===== src/rtl/core/cvq_pkg.sv =====
`default_nettype none
package cvq_pkg;
  localparam int NumUnits  = 16;
  localparam int VectorLen = 16;
  localparam int UnitW     = 4;
  localparam int PosW      = 4;
  localparam int AddrW     = UnitW + PosW;
  localparam int SumW      = 38;
  localparam int DistW     = 18;
  localparam int CntW      = 5;

  localparam logic [1:0] CMD_LOAD     = 2'd0;
  localparam logic [1:0] CMD_TRAIN    = 2'd1;
  localparam logic [1:0] CMD_CLASSIFY = 2'd2;

  localparam logic [1:0] REG_RATE  = 2'd0;
  localparam logic [1:0] REG_ITER  = 2'd1;
  localparam logic [1:0] REG_UNITS = 2'd2;

  localparam logic [SumW-1:0] SumMax = {SumW{1'b1}};
  localparam logic [DistW-1:0] DistMax = {DistW{1'b1}};

  // datapath operations issued by the controller
  typedef enum logic [3:0] {
    OP_NONE,
    OP_LOAD,     // write weight
    OP_CAPT,     // latch pattern element value
    OP_ACC_RD,   // read weight for unit
    OP_ACC_ADD,  // add square into sum of unit
    OP_SRCH,     // compare sum of unit against current best
    OP_SQ_INIT,  // start isqrt of sum of unit
    OP_SQ_STEP,  // one isqrt step
    OP_EMIT,     // drive result
    OP_TR_RD,    // read winner weight at pos
    OP_TR_MUL,   // product
    OP_TR_WR,    // round, saturate, write back
    OP_CLEAR,    // clear sums
    OP_FACT_MUL, // rate * (10000 - t)
    OP_FACT_DIV  // * reciprocal
  } op_t;

  typedef struct packed {
    op_t              op;
    logic [UnitW-1:0] unit;
    logic [PosW-1:0]  pos;
    logic             final_res;
  } dp_cmd_t;

  typedef struct packed {
    logic             sq_done;
    logic [UnitW-1:0] win;
  } dp_sts_t;
endpackage
`default_nettype wire


===== src/rtl/core/cvq_ctrl.sv =====
`default_nettype none
module cvq_ctrl
  import cvq_pkg::*;
(
  input  wire logic             clk,
  input  wire logic             rst_n,
  input  wire logic             start,
  output logic                  busy,
  input  wire logic [1:0]       in_cmd,
  input  wire logic [UnitW-1:0] in_unit,
  input  wire logic [PosW-1:0]  in_position,
  input  wire logic             in_last,
  input  wire logic [CntW-1:0]  units_used,
  output dp_cmd_t               cmd,
  input  wire dp_sts_t          sts
);
  typedef enum logic [3:0] {
    S_IDLE, S_RD, S_ADD, S_SRCH, S_SQI, S_SQS, S_EMIT,
    S_F1, S_F2, S_TRD, S_TMUL, S_TWR, S_CLR
  } state_t;

  state_t           state_r;
  logic             train_r;
  logic             last_r;
  logic [UnitW-1:0] u_r;
  logic [PosW-1:0]  p_r;
  logic [CntW-1:0]  cnt_r;
  logic [UnitW-1:0] n_last;
  logic             accepted;

  assign n_last = (units_used == '0) ? '0 :
                  (units_used > CntW'(NumUnits)) ? UnitW'(NumUnits-1) :
                  UnitW'(units_used - 1'b1);
  assign accepted = start && (state_r == S_IDLE);
  assign busy = (state_r != S_IDLE);

  always_ff @(posedge clk) begin
    if (!rst_n) begin
      state_r <= S_IDLE;
      cnt_r   <= '0;
      u_r     <= '0;
      p_r     <= '0;
      train_r <= 1'b0;
      last_r  <= 1'b0;
    end else begin
      unique case (state_r)
        S_IDLE: begin
          if (accepted && (in_cmd == CMD_TRAIN || in_cmd == CMD_CLASSIFY)) begin
            train_r <= (in_cmd == CMD_TRAIN);
            last_r  <= in_last;
            u_r     <= '0;
            p_r     <= PosW'(cnt_r);
            if (cnt_r < CntW'(VectorLen)) state_r <= S_RD;
            else if (in_last) state_r <= S_SRCH;
          end
        end
        S_RD: state_r <= S_ADD;
        S_ADD: begin
          if (u_r == UnitW'(NumUnits-1)) begin
            cnt_r <= cnt_r + 1'b1;
            u_r   <= '0;
            state_r <= last_r ? S_SRCH : S_IDLE;
          end else begin
            u_r <= u_r + 1'b1;
            state_r <= S_RD;
          end
        end
        S_SRCH: begin
          if (u_r == n_last) begin
            u_r <= '0;
            state_r <= S_SQI;
          end else u_r <= u_r + 1'b1;
        end
        S_SQI: state_r <= S_SQS;
        S_SQS: if (sts.sq_done) state_r <= S_EMIT;
        S_EMIT: begin
          if (train_r) begin
            p_r <= '0;
            state_r <= (cnt_r == '0) ? S_CLR : S_F1;
          end else if (u_r == n_last) state_r <= S_CLR;
          else begin
            u_r <= u_r + 1'b1;
            state_r <= S_SQI;
          end
        end
        S_F1: state_r <= S_F2;
        S_F2: state_r <= S_TRD;
        S_TRD: state_r <= S_TMUL;
        S_TMUL: state_r <= S_TWR;
        S_TWR: begin
          if (CntW'(p_r) + 1'b1 >= cnt_r) state_r <= S_CLR;
          else begin
            p_r <= p_r + 1'b1;
            state_r <= S_TRD;
          end
        end
        S_CLR: begin
          cnt_r <= '0;
          state_r <= S_IDLE;
        end
        default: state_r <= S_IDLE;
      endcase
    end
  end

  always_comb begin
    cmd = '{op: OP_NONE, unit: u_r, pos: p_r, final_res: 1'b0};
    unique case (state_r)
      S_IDLE: begin
        if (accepted && in_cmd == CMD_LOAD) begin
          cmd.op = OP_LOAD; cmd.unit = in_unit; cmd.pos = in_position;
        end else if (accepted && (in_cmd == CMD_TRAIN || in_cmd == CMD_CLASSIFY)) begin
          cmd.op = OP_CAPT;
        end
      end
      S_RD:   cmd.op = OP_ACC_RD;
      S_ADD:  cmd.op = OP_ACC_ADD;
      S_SRCH: cmd.op = OP_SRCH;
      S_SQI: begin
        cmd.op = OP_SQ_INIT;
        if (train_r) cmd.unit = sts.win;
      end
      S_SQS:  cmd.op = OP_SQ_STEP;
      S_EMIT: begin
        cmd.op = OP_EMIT;
        if (train_r) cmd.unit = sts.win;
        cmd.final_res = train_r || (u_r == n_last);
      end
      S_F1:   cmd.op = OP_FACT_MUL;
      S_F2:   cmd.op = OP_FACT_DIV;
      S_TRD:  begin cmd.op = OP_TR_RD;  cmd.unit = sts.win; end
      S_TMUL: begin cmd.op = OP_TR_MUL; cmd.unit = sts.win; end
      S_TWR:  begin cmd.op = OP_TR_WR;  cmd.unit = sts.win; end
      S_CLR:  cmd.op = OP_CLEAR;
      default: cmd.op = OP_NONE;
    endcase
  end
endmodule
`default_nettype wire


===== config.mk =====
export PLATFORM = sky130hd
export DESIGN_NAME = cvq_ctrl
export DESIGN_NICKNAME = d
export VERILOG_FILES = /design/src/rtl/core/cvq_pkg.sv /design/src/rtl/core/cvq_ctrl.sv
export SDC_FILE = /design/constraint.sdc
export NUM_CORES = 1
export LEC_CHECK = 0
export BUFFER_PORTS_ARGS = -buffer_cell sky130_fd_sc_hd__buf_2
export CORE_AREA = 2 2 63 65
export CTS_CLUSTER_SIZE = 8
export DETAILED_ROUTE_END_ITERATION = 6
export DIE_AREA = 0 0 65 67
export HOLD_SLACK_MARGIN = 0.05
export PLACE_DENSITY = 0.82
export SLEW_MARGIN = 10
export SYNTH_ARGS = -nofsm -noshare
export SYNTH_HDL_FRONTEND = slang
export SYNTH_SLANG_ARGS = --single-unit

===== constraint.sdc =====
create_clock -name clk -period 2 [get_ports clk]
set_input_delay 0.3 -clock clk [delete_from_list [all_inputs] [get_ports clk]]
set_output_delay 0.3 -clock clk [all_outputs]
set_load 0.005 [all_outputs]

==> impl_metrics.ini, run 1 <==
[timing]
rsz0062_at_grt = true
setup_viol_count_final = 7
slew_violations = 0
max_freq_ghz = 0.4577
hold_violations = 0
period_share_pct = 109.2
worst_clock_skew_ps = 2.259
worst_slack_ps = -184.7
layout_min_cycle_time_ps = 2185
slew_headroom_pct = 54.96
tightest_slew_ps = 669.8

[routing]
dr_total_vias = 2154
drtPass1Iterations = 5
drt-initial-drc-count = 173
vias_per_cell = 6.017
drt-total-wl_um = 5605
drc = 0
ant_nets = 0
wire_per_inst_um = 15.66

[placed_design]
place_ws_ps = -362.9
port_buffers = 37
place.gp.congestion = 0.9386
placed_cell_area_mm2 = 0.002260
placed_cells = 349
post-dp-hpwl_um = 3984

[final_layout]
stdcell_count = 358
fin_nets = 348
post-route-util_pct = 70.44
layout_commonest_cell = buf_2
syn_to_final_growth_pct = 44.38
layout-drive-gt1-share_pct = 39.68
antennaDiodeCount = 0
final_cell_mix = buf_2 (35), buf_4 (34), nand2_1 (25)
fillers = 268
finalInstanceArea_mm2 = 0.002540

[clock_tree]
clock_latency_ps = 260
cts_max_level = 1
clock_path_buffers = 2
cts_buffers = 3
path_clk_slew_ps = 70
cts_sinks = 19
ctsHoldBuffers = 0
clockRootBuffer = clkbuf_8
cts_tree = built

[outcome]
status = finished, violations left
violations = negative setup slack

[floorplanning]
ios = 38
core_mm2 = 0.003606
row_count = 22
dieArea_mm2 = 0.004355
start_util_pct = 48.79
die_y_um = 67
die_x_um = 65

[global_routing]
first_global_vias = 1921
antenna_found_initial = 0
grt_max_degree = 18
track_usage_pct = 25.01
grt_pass1_wl_um = 8714
grt_overflow = 0

[setup_path]
timing.rr.start = p_r[0]
r2r_setup_slack_ps = 0
r2r_cells = 8
endpoint_kind = output port
startpoint_type = input pin
path_class = in -> out
required_ps = 1700
crit_arrival_ps = 1880
cp_max_fo = 3
regToRegEndpoint = p_r[3]

[logic_synthesis]
syn_inst = 239
ys_seq_area_share_pct = 21.62
yosys.area.top_type = dfxtp_1
yosysWarnings = 0
syn_nets = 276
synth_top_flop_cell = dfxtp_1
ys_seq_elements = 19
synth.avg_cell_area_um2 = 7.361
synth_top_cell_area_share_pct = 21.62
synth_area_leaders = dfxtp_1 (22%), ha_1 (9.2%), nor2_1 (5.8%)
synthArstFlopShare_pct = 0
synth-edff-count = 0
ys_types = 54
netlist_area_mm2 = 0.001759

[hold_path]
holdCritStartpoint = in_last
hold_path_class = in -> reg
hold_end = last_r
whs_path_depth = 3

[job]
max_cap_violations = 0

[power_and_ir_drop]
vdd_drop_max_mv = 0.3157
power_density_mw_per_mm2 = 437.9
leakage_uw = 0.001058
-- power breakdown --
| part | switching (uW) | internal [uW] | total [uW] |
|---|---|---|---|
| combinational | 211 | 210 | 420 |
| sequential | 24.7 | 393 | 418 |
| clock | 132 | 142 | 274 |
| total | 368 | 745 | 1110 |
-- state kept, by name (all words and copies together) (netlist names) --
register and flops:
train_r 1, cnt_r 5, state_r 4, u_r 4
last_r 1, p_r 4
-- metrics by stage --
step / hold slack (ps) / setup TNS (ps) / power, uW
CTS: 295.1 / -467.1 / 1064
floorplan: 436.0 / -4.309 / 623.1
detailed placement: 499.4 / -2678 / 769.9
global route: 312.8 / -1413 / 1180
finish: 292.7 / -439.8 / 1112
global placement: 496.2 / -2153 / 759.0
-- kinds of logic after synthesis --
group	synth area share (%)
compound gates	29.38
xor+xnor	4.481
fa+ha+maj	9.815
buf+inv	5.619
flops	21.62
mux	4.409
simple gates	24.68
-- worst max path at each step --
stage / start / endpoint / slack [ps] / cells after the start
6_report: units_used[0] / cmd[0] / -180 / 10
5_1_grt: units_used[0] / cmd[0] / -290 / 10
4_1_cts: units_used[0] / cmd[0] / -190 / 9
3_5_place_dp: units_used[1] / cmd[0] / -360 / 9
3_3_place_gp: units_used[1] / cmd[0] / -320 / 9
2_1_floorplan: units_used[1] / u_r[0] / -4 / 8
-- critical path, stage by stage --
cell	delay, ps
buf_8	110
inv_8	50
ha_4	130
or2b_1	220
a21oi_1	230
o21ai_1	160
a211oi_4	320
a21oi_2	110
nor2_2	130
buf_2	130
-- metal layers --
| layer | global-route usage (%) | part of all wire (%) | vias up |
|---|---|---|---|
| met4 | 6.117 | 2.4 | 0 |
| met5 | 0 | 0 | - |
| met3 | 2.365 | 6.4 | 20 |
| met1 | 32.55 | 42 | 997 |
| met2 | 44.20 | 50 | 116 |
| li1 | - | - | 1021 |
-- layout make-up --
class / count / area, um2 / area share (%)
Inverter: 17 / 83.83 / 3.300
Multi-Input combinational cell: 195 / 1454 / 57.24
Tap cell: 48 / 60.06 / 2.365
Sequential cell: 19 / 391.6 / 15.42
Timing Repair Buffer: 75 / 505.5 / 19.90
Clock buffer: 4 / 45.04 / 1.773
-- timing repair --
action | in CTS | in global routing
endpoints found under the setup margin | 17 | 21
cloned | 0 | 0
buffers inserted | 5 | 2
hold endpoints to repair | 0 | 0
pin swaps | 17 | 18
gates resized for setup | 18 | 27
-- synth_stat cells, drive strengths merged (2+ instances only) --
cell and n:
xor2 2, a31oi 3, buf 5, a22oi 5, a221o 3, o21a 2, clkbuf 3, nor2b 6
o21ai 17, nand4 3, o211ai 3, mux2 6, nor2 28, ha 13, a211oi 4, nor3 6
o41ai 3, dfxtp 19, a21oi 18, inv 16, xnor2 7, nand2b 5, a22o 3, nand2 25
nand3 7, o31ai 3
No activity file was read; power rests on OpenSTA's default activity.
==> inputs of run 2 (changes only) <==
--- a/config.mk
+++ b/config.mk
@@ -6,12 +6,12 @@
 export NUM_CORES = 1
 export LEC_CHECK = 0
 export BUFFER_PORTS_ARGS = -buffer_cell sky130_fd_sc_hd__buf_2
-export CORE_AREA = 2 2 63 65
+export CORE_AREA = 2 2 60 62
 export CTS_CLUSTER_SIZE = 8
 export DETAILED_ROUTE_END_ITERATION = 6
-export DIE_AREA = 0 0 65 67
+export DIE_AREA = 0 0 62 64
 export HOLD_SLACK_MARGIN = 0.05
-export PLACE_DENSITY = 0.82
+export PLACE_DENSITY = 0.85
 export SLEW_MARGIN = 10
 export SYNTH_ARGS = -nofsm -noshare
 export SYNTH_HDL_FRONTEND = slang
==> constraint.sdc (replaced) <==
create_clock -name clk -period 2.45 [get_ports clk]
set_input_delay 0.3675 -clock clk [delete_from_list [all_inputs] [get_ports clk]]
set_output_delay 0.3675 -clock clk [all_outputs]
set_load 0.005 [all_outputs]
==> impl_metrics.ini, run 2 (synthesis results as in run 1) <==
[timing]
hold_ws_ps = 328.3
rsz0062_at_grt = true
max_freq_ghz = 0.4170
period_share_pct = 97.89
worst_slack_ps = 51.74
slew_headroom_pct = 59.92
setup_viol_count_final = 0
tightest_slew_ps = 596.1
hold_violations = 0
layout_min_cycle_time_ps = 2398
slew_violations = 0
worst_clock_skew_ps = 8.434
setup_tns_ps = 0

[clock_tree]
cts_sinks = 19
cts_tree = built
cts_buffers = 3
path_clk_slew_ps = 100
clockRootBuffer = clkbuf_4
clock_path_buffers = 2
clock_latency_ps = 300
cts_max_level = 1

[global_routing]
track_usage_pct = 23.63
grt_pass1_wl_um = 7369
first_global_vias = 1767
antenna_found_initial = 0
grt_max_degree = 16
grt_overflow = 0

[final_layout]
largest_reg_flops = 5
syn_to_final_growth_pct = 19.20
antennaDiodeCount = 0
fin_nets = 320
regMostFlops = cnt_r
layout_commonest_cell = buf_2
fillers = 317
final_cell_mix = buf_2 (37), nor2_1 (26), nand2_1 (25)
layout-drive-gt1-share_pct = 25.53

[power_and_ir_drop]
p_seq_share_pct = 46.1
vdd_drop_max_mv = 0.2977
power_frac_clock_pct = 21.0
total_power_uw = 754.5
p_comb_share_pct = 32.9
switching_share_pct = 33.43
p_int_uw = 502.3
power_density_mw_per_mm2 = 359.8
p_switching_uw = 252.3
leakage_uw = 0.0008737

[setup_path]
critPathCapture = cmd[0]
required_ps = 2080
cp_max_fo = 3
startpoint_type = input pin
timing.rr.start = p_r[0]
crit_arrival_ps = 2030
r2r_cells = 8
endpoint_kind = output port
r2r_setup_slack_ps = 250
regToRegEndpoint = p_r[2]
path_class = in -> out
startpoint = units_used[0]

[routing]
vias_per_cell = 5.835
drtPass1Iterations = 4
drc = 0
drt-initial-drc-count = 148
dr_total_vias = 1914
drt-total-wl_um = 4648
ant_nets = 0
wire_per_inst_um = 14.17

[placed_design]
port_buffers = 37
post-dp-hpwl_um = 3560
place.gp.congestion = 0.9231
place_ws_ps = 31.37

[job]
max_cap_violations = 0

[floorplanning]
dieArea_mm2 = 0.003968
row_count = 21
ios = 38
core_mm2 = 0.003284
die_y_um = 64
start_util_pct = 53.56
die_x_um = 62

[outcome]
status = complete, no violations

[hold_path]
hold_path_class = in -> reg
whs_path_depth = 3
-- run 2: cell types whose count changed in the layout (fill, tap and decap cells not counted), moves of 3 or more --
| cell | before | now |
|---|---|---|
| buf_4 | 34 | 10 |
| nor2_2 | 5 | 2 |
| dfxtp_1 | 14 | 17 |
| clkbuf_4 | 0 | 3 |
| buf_6 | 4 | 0 |
| nor2_1 | 22 | 26 |
| ha_1 | 8 | 12 |
| a21oi_2 | 6 | 3 |
| a21oi_1 | 12 | 15 |
| ha_4 | 4 | 0 |
| clkbuf_8 | 3 | 0 |
-- run 2: worst min path at each step --
stage                  from  endpoint  slack [ps]
global route        in_last    last_r         350
detailed placement   last_r    last_r         510
global placement     last_r    last_r         500
floorplan            last_r    last_r         470
finish              in_last    last_r         330
CTS                 in_last    last_r         320
-- run 2: area by class of cell --
type | count | area, um2 | area share, %
inverter | 17 | 63.81 | 3.043
timing repair buffer | 47 | 260.3 | 12.41
clock buffer | 4 | 26.28 | 1.253
tap | 46 | 57.56 | 2.745
sequential | 19 | 382.9 | 18.26
multi-input combinational | 195 | 1306 | 62.29
-- run 2: metrics by stage --
step / util, % / instance area (um2) / cells
global placement: 61.94 / 2034 / 323
detailed placement: 61.94 / 2034 / 323
global route: 63.85 / 2097 / 328
floorplan: - / 1759 / 239
CTS: 62.74 / 2061 / 327
finish: 63.85 / 2097 / 328
-- run 2: per-layer routing --
| metal | up-vias | GRT usage (%) | share of wire, % |
|---|---|---|---|
| li1 | 962 | - | - |
| met1 | 866 | 31.47 | 45 |
| met2 | 76 | 38.41 | 47 |
| met3 | 10 | 2.227 | 6.1 |
| met4 | 0 | 8.777 | 1.6 |
| met5 | - | 0 | 0 |
-- run 2: critical path, cell delays in order --
cell and delay, ps:
buf_2 110, inv_1 100, ha_1 170, mux2_2 340, or3_4 340, a211oi_4 270, a21oi_2 100, nor2_1 110
buf_2 120
-- run 2: power groups by stage --
stage | clock network [uW] | registers, uW | logic [uW]
after detailed placement | 0 | 354 | 239
final | 159 | 348 | 248
after CTS | 166 | 347 | 241
after floorplan | 0 | 339 | 164
after global routing | 177 | 350 | 277
after global placement | 0 | 353 | 231
-- run 2: what timing repair did --
item / 4_1_cts / 5_1_grt
gates resized for setup: 0 / 8
buffers inserted: 0 / 1
hold buffers: 0 / 0
setup endpoints to repair: 0 / 5
==> inputs of run 3 (changes only) <==
--- a/config.mk
+++ b/config.mk
@@ -6,12 +6,12 @@
 export NUM_CORES = 1
 export LEC_CHECK = 0
 export BUFFER_PORTS_ARGS = -buffer_cell sky130_fd_sc_hd__buf_2
-export CORE_AREA = 2 2 60 62
+export CORE_AREA = 2 2 63 65
 export CTS_CLUSTER_SIZE = 8
 export DETAILED_ROUTE_END_ITERATION = 6
-export DIE_AREA = 0 0 62 64
+export DIE_AREA = 0 0 65 67
 export HOLD_SLACK_MARGIN = 0.05
-export PLACE_DENSITY = 0.85
+export PLACE_DENSITY = 0.79
 export SLEW_MARGIN = 10
 export SYNTH_ARGS = -nofsm -noshare
 export SYNTH_HDL_FRONTEND = slang
==> impl_metrics.ini, run 3 (synthesis results as in run 1) <==
[timing]
worst_clock_skew_ps = 5.982
slew_violations = 0
layout_min_cycle_time_ps = 2386
setup_viol_count_final = 0
tightest_slew_ps = 691.5
max_freq_ghz = 0.4192
period_share_pct = 97.37
slew_headroom_pct = 53.51
hold_ws_ps = 353.3
setup_tns_ps = 0
worst_slack_ps = 64.41
hold_violations = 0

[clock_tree]
cts_tree = built
cts_buffers = 3
path_clk_slew_ps = 70
clockRootBuffer = clkbuf_8
clock_latency_ps = 260
clock_path_buffers = 2
cts_sinks = 19
cts_max_level = 1

[hold_path]
hold_path_class = in -> reg

[setup_path]
cp_cell_sequence = buf_2, inv_4, ha_2, mux2_4, or3_4, a211oi_4, a21oi_2, nor2_1, buf_2
crit_arrival_ps = 2020
critPathBufInv = 3
startpoint_type = input pin
r2r_setup_slack_ps = 310
max_stage_delay_ps = 340
crit_family = simple AND/OR/NAND/NOR gates
cp_max_fo = 3
worst_path_max_delay_cell = or3_4
path_class = in -> out
endpoint_kind = output port
crit_top_cell = buf_2
required_ps = 2080

[global_routing]
antenna_found_initial = 0
grt_pass1_wl_um = 7534
first_global_vias = 1726
grt_max_degree = 16
grt_overflow = 0
track_usage_pct = 21.96

[floorplanning]
start_util_pct = 48.79
core_mm2 = 0.003606
dieArea_mm2 = 0.004355
die_y_um = 67
ios = 38
die_x_um = 65
row_count = 22

[final_layout]
fillers = 346
final_cell_mix = buf_2 (37), nor2_1 (27), nand2_1 (25)
largest_reg_flops = 5
syn_to_final_growth_pct = 22.48
layout_commonest_cell = buf_2
fin_nets = 321
regMostFlops = cnt_r
finalInstanceArea_mm2 = 0.002155
antennaDiodeCount = 0
layout-drive-gt1-share_pct = 27.56

[placed_design]
post-dp-hpwl_um = 3600
place.gp.congestion = 0.8808
place_ws_ps = -2.516
placed_cell_area_mm2 = 0.002044
port_buffers = 37

[routing]
drt-total-wl_um = 4718
dr_total_vias = 1933
ant_nets = 0
wire_per_inst_um = 14.25
vias_per_cell = 5.840
drt-initial-drc-count = 149
drc = 0
drtPass1Iterations = 5

[job]
max_cap_violations = 0

[power_and_ir_drop]
power_density_mw_per_mm2 = 379.6
vdd_drop_max_mv = 0.2865
leakage_uw = 0.0008954
total_power_uw = 817.9

[outcome]
status = complete, no violations
-- run 3: worst paths after layout --
check	startpoint	endpoint	depth (start not counted)
max	units_used[0]	cmd[0]	9
min	in_last	last_r	3
max reg2reg	p_r[0]	p_r[1]	8
min reg2reg	last_r	last_r	2
-- run 3: power by group --
| group | leakage [uW] | switching, uW | internal (uW) |
|---|---|---|---|
| Clock | 0.0000255 | 104 | 113 |
| Combinational | 0.000715 | 134 | 120 |
| Sequential | 0.000155 | 24.2 | 322 |
-- run 3: metrics by stage --
stage | util (%) | instances
after detailed placement | 56.70 | 326
after global placement | 56.70 | 326
final | 59.75 | 331
after floorplan | - | 239
after CTS | 57.98 | 330
after global routing | 59.75 | 331
-- run 3: what timing repair did --
item,4_1_cts,5_1_grt
gates resized for setup,0,17
hold endpoints to repair,0,0
setup endpoints to repair,1,4
pin swaps,1,4
buffers inserted,0,1
hold buffers,0,0
-- run 3: layout make-up --
class / instances / area (um2) / share of cell area, %
multi-input combinational: 195 / 1329 / 61.67
clock inverter: 1 / 5.005 / 0.2323
sequential: 19 / 382.9 / 17.77
clock buffer: 3 / 41.29 / 1.916
inverter: 17 / 68.82 / 3.194
tap: 48 / 60.06 / 2.787
timing repair buffer: 48 / 267.8 / 12.43
-- run 3: layer usage --
| metal | wire length, um | share of wire (%) | track usage [%] |
|---|---|---|---|
| met2 | 2230 | 47 | 38.02 |
| met3 | 319 | 6.8 | 2.027 |
| met4 | 68 | 1.4 | 7.447 |
| met1 | 2099 | 44 | 28.48 |
| met5 | 0 | 0 | 0 |
-- run 3: worst reg2reg max path, cell delays in order, from the launching register on --
cell and delay [ps]:
dfxtp_1 430, ha_1 280, ha_1 280, a21o_1 150, a21oi_1 190, o211ai_1 140
a21oi_2 320, nor2_1 80, a211oi_1 200
